[src/rtl/ssit_pkg.sv]
// Shared types and constants for the sorted sparse index table.
// Holds the transfer payload structs, op codes, controller states and the
// command/status structs between controller and datapath. No dependencies.
package ssit_pkg;

   localparam int DEPTH_DEFAULT = 64;
   localparam int KEY_W         = 32;
   localparam int VALUE_W       = 32;
   localparam int POSITION_W    = 6;
   localparam int OP_W          = 3;
   localparam int RSP_POS_W     = 7;
   localparam int RSP_TOTAL_W   = 7;

   typedef enum logic [OP_W-1:0] {
      OP_SET          = 3'd0,
      OP_GET          = 3'd1,
      OP_TAKE         = 3'd2,
      OP_ITEM_AT      = 3'd3,
      OP_REMOVE_FIRST = 3'd4,
      OP_GET_INDEX    = 3'd5
   } op_code_type;

   typedef struct packed {
      logic [OP_W-1:0]       op;
      logic [KEY_W-1:0]      key;
      logic [VALUE_W-1:0]    value;
      logic [POSITION_W-1:0] position;
   } req_type;

   typedef struct packed {
      logic                   found;
      logic [VALUE_W-1:0]     result_value;
      logic [RSP_POS_W-1:0]   result_position;
      logic [RSP_TOTAL_W-1:0] entry_total;
      logic                   full_error;
   } rsp_type;

   typedef enum logic [2:0] {
      ST_IDLE,
      ST_DECODE,
      ST_SEARCH,
      ST_COMPARE,
      ST_VALUE,
      ST_SHIFT_INS,
      ST_SHIFT_DEL,
      ST_FINISH
   } state_type;

   typedef struct packed {
      logic capture;
      logic item_pos;
      logic read_item;
      logic read_first;
      logic search_issue;
      logic search_step;
      logic search_miss;
      logic set_full;
      logic set_overwrite;
      logic take_value;
      logic ins_start;
      logic del_start;
      logic del_at_first;
      logic shift_ins;
      logic shift_del;
      logic ins_finish;
      logic del_finish;
      logic rsp_load;
   } ctrl_cmd_type;

   typedef struct packed {
      logic [OP_W-1:0] op;
      logic            lo_lt_hi;
      logic            key_eq;
      logic            pos_ok;
      logic            nonempty;
      logic            full;
      logic            shift_busy;
   } ctrl_status_type;

endpackage

[src/rtl/ssit_datapath.sv]
// Datapath of the sorted sparse index table: entry memory, search bounds,
// shift pointer and result register. Driven by ssit_ctrl commands.
// Depends on ssit_pkg.
module ssit_datapath import ssit_pkg::*; #(
   parameter int DEPTH = DEPTH_DEFAULT
) (
   input  logic            clock,
   input  logic            reset,
   input  req_type         req_i,
   input  ctrl_cmd_type    cmd,
   output ctrl_status_type status,
   output rsp_type         rsp_o
);

   localparam int IDX_W   = $clog2(DEPTH);
   localparam int CNT_W   = $clog2(DEPTH + 1);
   localparam int CMP_W   = (CNT_W > POSITION_W) ? CNT_W : POSITION_W;
   localparam int ENTRY_W = KEY_W + VALUE_W;

   logic [ENTRY_W-1:0] entry_mem [DEPTH];

   req_type            req_ff, req_in;
   logic [CNT_W-1:0]   count_ff, count_in;
   logic [CNT_W-1:0]   lo_ff, lo_in;
   logic [CNT_W-1:0]   hi_ff, hi_in;
   logic [IDX_W-1:0]   mid_ff, mid_in;
   logic [IDX_W-1:0]   sp_ff, sp_in;
   logic [CNT_W-1:0]   rem_ff, rem_in;
   logic               wr_pend_ff, wr_pend_in;
   logic [IDX_W-1:0]   wr_addr_ff, wr_addr_in;
   logic [ENTRY_W-1:0] rd_data_ff;
   logic               res_found_ff, res_found_in;
   logic [VALUE_W-1:0] res_value_ff, res_value_in;
   logic [RSP_POS_W-1:0] res_pos_ff, res_pos_in;
   logic               res_ferr_ff, res_ferr_in;
   rsp_type            rsp_ff, rsp_in;

   logic [CNT_W:0]     mid_sum;
   logic [IDX_W-1:0]   mid_idx;
   logic [IDX_W-1:0]   del_base;
   logic [IDX_W-1:0]   rd_addr;
   logic               mem_we;
   logic [IDX_W-1:0]   mem_wr_addr;
   logic [ENTRY_W-1:0] mem_wr_data;
   logic [KEY_W-1:0]   rd_key;
   logic [VALUE_W-1:0] rd_val;

   assign rd_key  = rd_data_ff[ENTRY_W-1:VALUE_W];
   assign rd_val  = rd_data_ff[VALUE_W-1:0];
   // lo < hi whenever a probe is issued, so hi - 1 never underflows
   assign mid_sum = ({1'b0, lo_ff} + {1'b0, hi_ff} - (CNT_W+1)'(1)) >> 1;
   assign mid_idx = mid_sum[IDX_W-1:0];
   assign del_base = cmd.del_at_first ? '0 : mid_ff;

   assign status.op         = req_ff.op;
   assign status.lo_lt_hi   = lo_ff < hi_ff;
   assign status.key_eq     = rd_key == req_ff.key;
   assign status.pos_ok     = CMP_W'(req_ff.position) < CMP_W'(count_ff);
   assign status.nonempty   = count_ff != '0;
   assign status.full       = count_ff == CNT_W'(DEPTH);
   assign status.shift_busy = (rem_ff != '0) || wr_pend_ff;

   assign rsp_o = rsp_ff;

   always_comb begin
      req_in       = req_ff;
      count_in     = count_ff;
      lo_in        = lo_ff;
      hi_in        = hi_ff;
      mid_in       = mid_ff;
      sp_in        = sp_ff;
      rem_in       = rem_ff;
      wr_pend_in   = 1'b0;
      wr_addr_in   = wr_addr_ff;
      res_found_in = res_found_ff;
      res_value_in = res_value_ff;
      res_pos_in   = res_pos_ff;
      res_ferr_in  = res_ferr_ff;
      rsp_in       = rsp_ff;
      rd_addr      = '0;
      // a shift read from the previous cycle lands one slot over
      mem_we       = wr_pend_ff;
      mem_wr_addr  = wr_addr_ff;
      mem_wr_data  = rd_data_ff;

      if (cmd.capture) begin
         req_in       = req_i;
         lo_in        = '0;
         hi_in        = count_ff;
         res_found_in = 1'b0;
         res_value_in = '0;
         res_pos_in   = '0;
         res_ferr_in  = 1'b0;
      end
      if (cmd.item_pos) begin
         res_pos_in = RSP_POS_W'(req_ff.position);
      end
      if (cmd.read_item) begin
         rd_addr = IDX_W'(req_ff.position);
      end
      if (cmd.read_first) begin
         rd_addr = '0;
      end
      if (cmd.search_issue) begin
         rd_addr = mid_idx;
         mid_in  = mid_idx;
      end
      if (cmd.search_step) begin
         if (status.key_eq) begin
            res_found_in = 1'b1;
            res_value_in = rd_val;
            res_pos_in   = RSP_POS_W'(mid_ff);
         end else if (req_ff.key < rd_key) begin
            hi_in = CNT_W'(mid_ff);
         end else begin
            lo_in = CNT_W'(mid_ff) + CNT_W'(1);
         end
      end
      if (cmd.search_miss) begin
         res_pos_in = RSP_POS_W'(lo_ff);
      end
      if (cmd.set_full) begin
         res_ferr_in = 1'b1;
      end
      if (cmd.set_overwrite) begin
         mem_we      = 1'b1;
         mem_wr_addr = mid_ff;
         mem_wr_data = {req_ff.key, req_ff.value};
      end
      if (cmd.take_value) begin
         res_found_in = 1'b1;
         res_value_in = rd_val;
      end
      if (cmd.ins_start) begin
         sp_in  = IDX_W'(count_ff - CNT_W'(1));
         rem_in = count_ff - lo_ff;
      end
      if (cmd.del_start) begin
         sp_in  = del_base + IDX_W'(1);
         rem_in = count_ff - CNT_W'(del_base) - CNT_W'(1);
      end
      // stream one entry a cycle: read here, write next cycle
      if ((cmd.shift_ins || cmd.shift_del) && (rem_ff != '0)) begin
         rd_addr    = sp_ff;
         rem_in     = rem_ff - CNT_W'(1);
         wr_pend_in = 1'b1;
         if (cmd.shift_ins) begin
            sp_in      = sp_ff - IDX_W'(1);
            wr_addr_in = sp_ff + IDX_W'(1);
         end else begin
            sp_in      = sp_ff + IDX_W'(1);
            wr_addr_in = sp_ff - IDX_W'(1);
         end
      end
      if (cmd.ins_finish) begin
         mem_we      = 1'b1;
         mem_wr_addr = lo_ff[IDX_W-1:0];
         mem_wr_data = {req_ff.key, req_ff.value};
         count_in    = count_ff + CNT_W'(1);
      end
      if (cmd.del_finish) begin
         count_in = count_ff - CNT_W'(1);
      end
      if (cmd.rsp_load) begin
         rsp_in.found           = res_found_ff;
         rsp_in.result_value    = res_value_ff;
         rsp_in.result_position = res_pos_ff;
         rsp_in.entry_total     = RSP_TOTAL_W'(count_ff);
         rsp_in.full_error      = res_ferr_ff;
      end
   end

   always_ff @(posedge clock) begin
      if (mem_we) begin
         entry_mem[mem_wr_addr] <= mem_wr_data;
      end
      rd_data_ff <= entry_mem[rd_addr];
   end

   always_ff @(posedge clock) begin
      if (reset) begin
         count_ff   <= '0;
         rem_ff     <= '0;
         wr_pend_ff <= 1'b0;
      end else begin
         count_ff   <= count_in;
         rem_ff     <= rem_in;
         wr_pend_ff <= wr_pend_in;
      end
   end

   always_ff @(posedge clock) begin
      req_ff       <= req_in;
      lo_ff        <= lo_in;
      hi_ff        <= hi_in;
      mid_ff       <= mid_in;
      sp_ff        <= sp_in;
      wr_addr_ff   <= wr_addr_in;
      res_found_ff <= res_found_in;
      res_value_ff <= res_value_in;
      res_pos_ff   <= res_pos_in;
      res_ferr_ff  <= res_ferr_in;
      rsp_ff       <= rsp_in;
   end

endmodule

[src/rtl/ssit_ctrl.sv]
// Controller of the sorted sparse index table: sequences decode, binary
// search, entry shifts and the response transfer. Depends on ssit_pkg.
module ssit_ctrl import ssit_pkg::*; (
   input  logic            clock,
   input  logic            reset,
   input  logic            req_valid,
   output logic            req_ready,
   output logic            rsp_valid,
   input  logic            rsp_ready,
   input  ctrl_status_type status,
   output ctrl_cmd_type    cmd
);

   state_type state_ff, state_in;
   logic      rsp_valid_ff, rsp_valid_in;

   assign rsp_valid    = rsp_valid_ff;
   assign rsp_valid_in = cmd.rsp_load || (rsp_valid_ff && !rsp_ready);

   always_ff @(posedge clock) begin
      if (reset) begin
         state_ff     <= ST_IDLE;
         rsp_valid_ff <= 1'b0;
      end else begin
         state_ff     <= state_in;
         rsp_valid_ff <= rsp_valid_in;
      end
   end

   always_comb begin
      state_in  = state_ff;
      cmd       = '0;
      req_ready = 1'b0;

      unique case (state_ff)
         ST_IDLE: begin
            req_ready = 1'b1;
            if (req_valid) begin
               cmd.capture = 1'b1;
               state_in    = ST_DECODE;
            end
         end
         ST_DECODE: begin
            unique case (status.op)
               OP_SET, OP_GET, OP_TAKE, OP_GET_INDEX: begin
                  state_in = ST_SEARCH;
               end
               OP_ITEM_AT: begin
                  cmd.item_pos = 1'b1;
                  if (status.pos_ok) begin
                     cmd.read_item = 1'b1;
                     state_in      = ST_VALUE;
                  end else begin
                     state_in = ST_FINISH;
                  end
               end
               OP_REMOVE_FIRST: begin
                  if (status.nonempty) begin
                     cmd.read_first = 1'b1;
                     state_in       = ST_VALUE;
                  end else begin
                     state_in = ST_FINISH;
                  end
               end
               default: begin
                  state_in = ST_FINISH;
               end
            endcase
         end
         ST_SEARCH: begin
            if (status.lo_lt_hi) begin
               cmd.search_issue = 1'b1;
               state_in         = ST_COMPARE;
            end else begin
               // no match: lo is the insertion point
               cmd.search_miss = 1'b1;
               if (status.op == OP_SET) begin
                  if (status.full) begin
                     cmd.set_full = 1'b1;
                     state_in     = ST_FINISH;
                  end else begin
                     cmd.ins_start = 1'b1;
                     state_in      = ST_SHIFT_INS;
                  end
               end else begin
                  state_in = ST_FINISH;
               end
            end
         end
         ST_COMPARE: begin
            cmd.search_step = 1'b1;
            if (status.key_eq) begin
               if (status.op == OP_SET) begin
                  cmd.set_overwrite = 1'b1;
                  state_in          = ST_FINISH;
               end else if (status.op == OP_TAKE) begin
                  cmd.del_start = 1'b1;
                  state_in      = ST_SHIFT_DEL;
               end else begin
                  state_in = ST_FINISH;
               end
            end else begin
               state_in = ST_SEARCH;
            end
         end
         ST_VALUE: begin
            cmd.take_value = 1'b1;
            if (status.op == OP_REMOVE_FIRST) begin
               cmd.del_start    = 1'b1;
               cmd.del_at_first = 1'b1;
               state_in         = ST_SHIFT_DEL;
            end else begin
               state_in = ST_FINISH;
            end
         end
         ST_SHIFT_INS: begin
            if (status.shift_busy) begin
               cmd.shift_ins = 1'b1;
            end else begin
               cmd.ins_finish = 1'b1;
               state_in       = ST_FINISH;
            end
         end
         ST_SHIFT_DEL: begin
            if (status.shift_busy) begin
               cmd.shift_del = 1'b1;
            end else begin
               cmd.del_finish = 1'b1;
               state_in       = ST_FINISH;
            end
         end
         ST_FINISH: begin
            // hold until the output register is free
            if (!rsp_valid_ff || rsp_ready) begin
               cmd.rsp_load = 1'b1;
               state_in     = ST_IDLE;
            end
         end
         default: begin
            state_in = ST_IDLE;
         end
      endcase
   end

endmodule

[src/rtl/sorted_sparse_index_table.sv]
// Channel  Ports                          Transfer when
// req      req_valid req_ready req        req_valid && req_ready
// rsp      rsp_valid rsp_ready rsp        rsp_valid && rsp_ready
//
// One item at a time. A key op runs a binary search, each probe a registered memory
// read followed by a key compare; an insert or delete then moves the entries past
// the slot one at a time, and decode, search exit, write-back and handoff complete it.
// One read and one write a cycle on the entry memory set the pace. Reset is
// synchronous and empties the table; stored entries are not cleared. A stalled
// response is held in the output register while the next request is already taken.
module sorted_sparse_index_table import ssit_pkg::*; #(
   parameter int DEPTH = DEPTH_DEFAULT
) (
   input  logic    clock,
   input  logic    reset,
   input  logic    req_valid,
   output logic    req_ready,
   input  req_type req,
   output logic    rsp_valid,
   input  logic    rsp_ready,
   output rsp_type rsp
);

   ctrl_cmd_type    cmd;
   ctrl_status_type status;

   ssit_ctrl u_ctrl (
      .clock     (clock),
      .reset     (reset),
      .req_valid (req_valid),
      .req_ready (req_ready),
      .rsp_valid (rsp_valid),
      .rsp_ready (rsp_ready),
      .status    (status),
      .cmd       (cmd)
   );

   ssit_datapath #(
      .DEPTH (DEPTH)
   ) u_datapath (
      .clock  (clock),
      .reset  (reset),
      .req_i  (req),
      .cmd    (cmd),
      .status (status),
      .rsp_o  (rsp)
   );

endmodule

[config.mk]
export PLATFORM = sky130hd
export DESIGN_NAME = sorted_sparse_index_table
export DESIGN_NICKNAME = d
export VERILOG_FILES = /design/src/rtl/ssit_pkg.sv /design/src/rtl/ssit_datapath.sv /design/src/rtl/ssit_ctrl.sv /design/src/rtl/sorted_sparse_index_table.sv
export SDC_FILE = /design/constraint.sdc
export NUM_CORES = 2
export LEC_CHECK = 0
export BUFFER_PORTS_ARGS = -buffer_cell sky130_fd_sc_hd__clkbuf_2
export CORE_ASPECT_RATIO = 1.5
export CORE_MARGIN = 4
export CORE_UTILIZATION = 50
export DETAILED_ROUTE_END_ITERATION = 8
export GPL_TIMING_DRIVEN = 0
export PLACE_DENSITY = 0.65
export RECOVER_POWER = 50
export SETUP_SLACK_MARGIN = 0.15
export SLEW_MARGIN = 40
export SYNTH_ARGS = -nofsm -noshare
export SYNTH_HDL_FRONTEND = slang
export SYNTH_SLANG_ARGS = --single-unit
export TNS_END_PERCENT = 30
[constraint.sdc]
create_clock -name clock -period 12.1 [get_ports clock]
set_input_delay 2.42 -clock clock [delete_from_list [all_inputs] [get_ports clock]]
set_output_delay 2.42 -clock clock [all_outputs]
set_load 0.005 [all_outputs]
### Word level (Yosys, flattened, before mapping)

Memory sizes are Yosys's and may differ from the RTL's. A register that Yosys moved wholly into a read port is not among the register bits.
Cells that the tools add are included.

| storage, ports and cells | value |
|---|---|
| flip-flop bits (word level) | 213 |
| RAM bits | 4096 |
| input bits | 77 |
| word-level logic and storage cells | 168 |
| memories | 1 |

| cells by class | value |
|---|---|
| add/sub/neg operators | 12 |
| order comparisons | 3 |
| eq/ne operators | 17 |
| muxes and demuxes | 95 |
| reduce and logical (&&, ||, !) cells | 17 |

Memories:

| name | depth | width | read ports | clocked after Yosys merged registers in | write ports | RTL line | source |
|---|---|---|---|---|---|---|---|
| u_datapath.entry_mem | 64 | 64 | 1 | 1 | 1 | ssit_datapath.sv:20 | `logic [ENTRY_W-1:0] entry_mem [DEPTH];` |

Operators with widths:

| kind | count |
|---|---|
| $mux W32 | 4 |
| $mux W64 | 2 |
| $mux W7 | 18 |
| $mux W6 | 12 |
| $mux W1 | 41 |
| $eq A32 B32 Y1 | 1 |
| $lt A32 B32 Y1 | 1 |
| $sub A7 B1 Y7 const B | 4 |
| $mux W3 | 8 |
| $pmux W3 S7 | 1 |
| $eq A3 B3 Y1 const B | 6 |
| $mux W2 | 7 |
| $reduce_bool A7 Y1 | 2 |
| $add A6 B1 Y6 const B | 2 |
| $eq A3 B2 Y1 const B | 4 |
| $pmux W3 S3 | 1 |
| $add A6 B1 Y7 const B | 1 |
| $add A7 B1 Y7 const B | 1 |
| $add A7 B7 Y7 | 1 |
| $eq A7 B7 Y1 const B | 1 |
| $lt A6 B7 Y1 | 1 |
| $lt A7 B7 Y1 | 1 |
| $sub A7 B6 Y7 | 1 |
| $sub A7 B7 Y7 | 1 |
| 14 further kinds | 22 |

### Depth between registers and ports, before layout

| logic depth | value |
|---|---|
| word-level depth | 8 |
| gate-level depth with buffers | 20 |

### Cells and area by module

Synthesis repeated with hierarchy kept, for this count alone.

| unflattened totals | value |
|---|---|
| cells, all modules | 9921 |
| area total of the unflattened synthesis | 168985.8 um^2 |

Modules (own cells, without submodules):

| module | times used | cells each | area an instance (um^2) | sequential area each (um^2) |
|---|---|---|---|---|
| ssit_datapath | 1 | 9845 | 168500.4 | 129854.5 |
| ssit_ctrl | 1 | 76 | 485.5 | 80.1 |

### Worst setup path after synthesis

OpenSTA, ideal clock, no wires.

| timing | value |
|---|---|
| path kind | reg-to-reg |
| from | register u_datapath.req_ff[69] (netlist bit) |
| to | memory u_datapath.entry_mem[42][0] (netlist bit), enable pin |
| data arrival time | 5657 ps |
| data required time | 11613 ps |
| path slack | 5957 ps |
| cell stages (with the launch flop) | 13 |
| path buffers | 1 |
| clock period less this slack | 6143 ps |
| path through | edfxtp_1 ha_1 nand4_1 nor4_1 nand4_1 or2_2 clkbuf_1 nor2b_1 nand2_1 a31oi_1 nor2b_1 nand2_1 nor2_1 |

| on the way | value |
|---|---|
| longest elaborated chain between the ends | 7 |

Ends and longest elaborated chain:

| what | RTL line | source |
|---|---|---|
| start, declared | ssit_datapath.sv:22 | `req_type req_ff, req_in;` |
| start signal, assigned | ssit_datapath.sv:193 | `req_ff <= req_in;` |
| $eq A32 B32 Y1 * | ssit_datapath.sv:57 | `assign status.key_eq = rd_key == req_ff.key;` |
| $mux W1 * | ssit_ctrl.sv:92 | `if (status.key_eq) begin` |
| $mux W1 * | ssit_ctrl.sv:35 | `unique case (state_ff)` |
| $mux W1 | ssit_datapath.sv:125 | `if (cmd.set_overwrite) begin` |
| $mux W1 | ssit_datapath.sv:155 | `if (cmd.ins_finish) begin` |
| $mux W1 | ssit_datapath.sv:174 | `if (mem_we) begin` |
| $mux W1 (not written as such) | ssit_datapath.sv:175 | `entry_mem[mem_wr_addr] <= mem_wr_data;` |
| end, declared | ssit_datapath.sv:20 |  |

Every way passes the cells marked *; elsewhere a longest branch is shown, timed or not.

### Worst setup path after layout

| timing | value |
|---|---|
| from | register u_datapath.req_ff[66] (netlist bit) |
| to | memory u_datapath.entry_mem[50][33] (netlist bit) (data pin) |

| on the way | value |
|---|---|
| longest elaborated chain between the ends | 5 |

Ends and longest elaborated chain:

| what | RTL line | source |
|---|---|---|
| $eq A32 B32 Y1 | ssit_datapath.sv:57 |  |
| $mux W1 | ssit_ctrl.sv:92 |  |
| $mux W1 | ssit_ctrl.sv:35 |  |
| $mux W64 | ssit_datapath.sv:125 |  |
| $mux W64 | ssit_datapath.sv:155 |  |
| named net u_datapath.mem_wr_data[33] | ssit_datapath.sv:44 | `logic [ENTRY_W-1:0] mem_wr_data;` |

The timed path passes the listed nets, and every way through them passes these cells.

==> run summary <==
Outcome -> finished, violations left
Failing checks -> capacitance limit, slew limit
Hold Path Class -> flip-flop to flip-flop
Power Density -> 263 mW/mm^2
CP Data Required Time -> 12.72 ns
Distinct cells, synth -> 78
F_max -> 109 MHz
Clock-pin slew of the registers on the worst-case setup and hold paths -> 0.06 ns
R2R Path Start -> u_datapath.req_ff[66]$_DFFE_PP_
Clock Skew -> 0.0821 ns
Top cell type by total area after synthesis -> edfxtp_1
Number of clock buffers inserted by TritonCTS -> 395
Critical Path Start Type -> flip-flop
Yosys top cell area share -> 75.0%
Clk buf depth -> 4
Syn_nets -> 10655
Worst-Skew Late Latency -> 1.01 ns
Top post-synthesis cells by area -> edfxtp_1 75%, mux2i_1 4.3%, nand2_1 3.5%
Gr usage total -> 35.4%
Synth Flop Type -> edfxtp_1
Global-route wire length before repair -> 847000 um
Mapped Area -> 0.170 mm^2
Footprint of the multi-input gates -> 0.0376 mm^2
Initial core utilization -> 50.3%
Largest net degree at the start of global routing -> 65
Grt ovf -> 0
Ports -> 127
Yosys warnings -> 0
RePlAce Congestion -> 1.02
Vias/cell -> 6.48
DRT iter0 DRCs -> 16688
Seq. cell area -> 0.130 mm^2
Number of global-route vias before repair -> 104375
Die width -> 484 um
Fill count -> 25064
Minimum clock period -> 9.20 ns
Post-Route Setup TNS -> 0 ns
Mapped Avg Cell Area -> 16.1 um^2
Yosys reg bits -> 4373
Ys async rst share -> 0%
Root buf cell -> clkbuf_16
Max rail drop VDD -> 0.156 mV
Final hold violations -> 0
Row Count -> 261
Worst slew pin tran -> 3.41 ns
H-tree depth -> 5
Synth Instances -> 10502
Crit path capture type -> flip-flop
RR Endpoint -> u_datapath.entry_mem[50][33]$_DFFE_PP_
Worst-path fanout max -> 20
Endpoints failing setup -> 0
Hold Path Cell Cnt -> 0
Hpwl dp -> 453000 um
Crit path DAT -> 9.82 ns
# Post-CTS Setup Buffers -> 0
Core area -> 0.337 mm^2
CTS tree -> built
Worst slew margin relative to its limit -> -128%
Register area share after synthesis -> 76.6%
CTS resizes -> 0
Fin. max-slew vios -> 2208
Count of hold-fix buffers inserted at cts -> 0
Area Growth Syn to Fin -> 17.3%
Initial antenna violation count -> 92
Detailed-route wire length -> 628000 um
Hold Path Sink -> u_datapath.rsp_o[46]$_DFFE_PP_
Kind of critical path -> flip-flop to flip-flop
Unrepaired setup endpoints after global routing -> false
WL/cell -> 37.7 um
Clock sinks -> 4373
Hold wc startpoint -> u_datapath.res_value_ff[31]$_DFF_P_
PortBufs -> 125
Post-route ant nets -> 0
Drt drc -> 0
Reg2reg setup slack -> 2.90 ns
Share of cells above drive strength 1 -> 15.3%
Die ar. -> 0.349 mm^2
Chip Height -> 721 um
Nets -> 11695
Worst r2r path cells -> 14
Pre-antenna DRT Iters -> 7
# Max-Cap Violations -> 64
EDFF count, synth -> 4235
Final Power -> 52.4 mW
Final period util -> 76.1%
Static Leakage -> 70.0 nW
Vias after detailed routing -> 108086
-- synth_stat cells (all sizes together) (76+ instances only) --
library cell,instances
edfxtp,4235
nand2,1582
mux2i,735
a21oi,656
nand3,514
o22ai,358
clkbuf,348
buf,281
mux4,251
o21ai,217
nor2,162
dfxtp,138
a22o,104
a22oi,96
inv,76
-- cell type report --
| type | count | area share, % |
|---|---|---|
| flip-flops and latches | 4373 | 65.3 |
| diodes | 333 | 0.419 |
| clock buffers | 487 | 5.27 |
| inverters | 76 | 0.143 |
| well taps | 4471 | 2.81 |
| clock inverters | 240 | 1.17 |
| plain buffers | 629 | 1.43 |
| multi-input cells | 5424 | 18.9 |
| repair buffers | 643 | 4.56 |
-- sequential cells by signal (all words and copies together), names as in the netlist, 6 cells and up --
name                     cells
u_datapath.rd_data_ff       64
u_datapath.sp_ff             6
u_datapath.rem_ff            7
u_datapath.req_ff           70
u_datapath.res_value_ff     32
u_datapath.rsp_o            48
u_datapath.wr_addr_ff        6
u_datapath.count_ff          7
u_datapath.res_pos_ff        7
u_datapath.lo_ff             7
u_datapath.mid_ff            6
u_datapath.hi_ff             7
u_datapath.entry_mem      4096
-- placed cells by master, fill, tap and decap left out, types with 251 or more instances in the layout --
cell / n
edfxtp_1: 4235
nand2_1: 1577
mux2i_1: 734
a21oi_1: 639
nand3_1: 513
clkbuf_1: 485
clkbuf_16: 402
o22ai_1: 358
diode_2: 333
mux4_2: 251
-- layer usage --
| metal | up-vias | global-route usage, % | part of all wire [%] |
|---|---|---|---|
| li1 | 43392 | - | - |
| met3 | 2431 | 10.3 | 11 |
| met5 | - | 1.15 | 0.10 |
| met2 | 7811 | 56.1 | 46 |
| met1 | 54416 | 38.1 | 31 |
| met4 | 36 | 32.8 | 12 |
-- metrics by stage --
stage / std cells / utilization (%) / hold slack, ns / worst slack (ns) / cell area [um^2]
after floorplan: 10502 / - / 0.406 / 5.96 / 170000
after global placement: 15098 / 52.1 / 0.414 / -0.510 / 176000
after detailed placement: 15610 / 55.6 / 0.417 / 4.69 / 188000
after CTS: 16337 / 59.4 / 0.433 / 4.62 / 200000
after global routing: 16612 / 58.9 / 0.438 / 3.02 / 199000
final: 16676 / 59.0 / 0.433 / 2.90 / 199000
-- logic make-up after synthesis --
kind of cell    after synthesis  share of synthesized area [%]
buf+inv                     705                           1.75
compound gates             1703                           6.27
fa+ha+maj                    76                          0.574
simple gates               2572                           6.60
flops                      4373                           76.6
xor+xnor                     40                          0.207
mux                        1033                           7.98
-- worst max path at each step --
stage	startpoint	to	slack, ns	cells after the start
after global placement	u_datapath.req_ff[69]$_DFFE_PP_	u_datapath.entry_mem[20][8]$_DFFE_PP_	-0.51	12
final	u_datapath.req_ff[66]$_DFFE_PP_	u_datapath.entry_mem[50][33]$_DFFE_PP_	2.90	14
after detailed placement	u_datapath.count_ff[1]$_SDFFE_PP0P_	u_datapath.rd_data_ff[9]$_DFF_P_	4.69	16
after floorplan	u_datapath.req_ff[69]$_DFFE_PP_	u_datapath.entry_mem[42][0]$_DFFE_PP_	5.96	12
after global routing	u_datapath.req_ff[66]$_DFFE_PP_	u_datapath.entry_mem[48][11]$_DFFE_PP_	3.02	11
after CTS	u_datapath.count_ff[1]$_SDFFE_PP0P_	u_datapath.rd_data_ff[9]$_DFF_P_	4.62	16
-- critical path, cell delays in order, from the launching register on --
cell and delay (ns):
edfxtp_1 0.58, ha_1 0.37, nand4_1 0.16, nor4_1 1.10
nand2_1 0.41, or4b_2 0.71, clkbuf_1 0.24, nand2_1 0.32
clkbuf_1 0.52, clkbuf_1 0.97, nand2_1 0.11, o21ai_0 0.77
clkbuf_1 0.89, clkbuf_1 0.91, clkbuf_1 0.76
-- where the power goes --
part / switching, mW / leakage (nW) / internal [mW]
registers: 0.315 / 39.3 / 19.7
clock network: 5.68 / 6.27 / 7.03
logic: 14.8 / 24.4 / 4.81
total: 20.8 / 70.0 / 31.6
(Power assumes the default switching activity.)
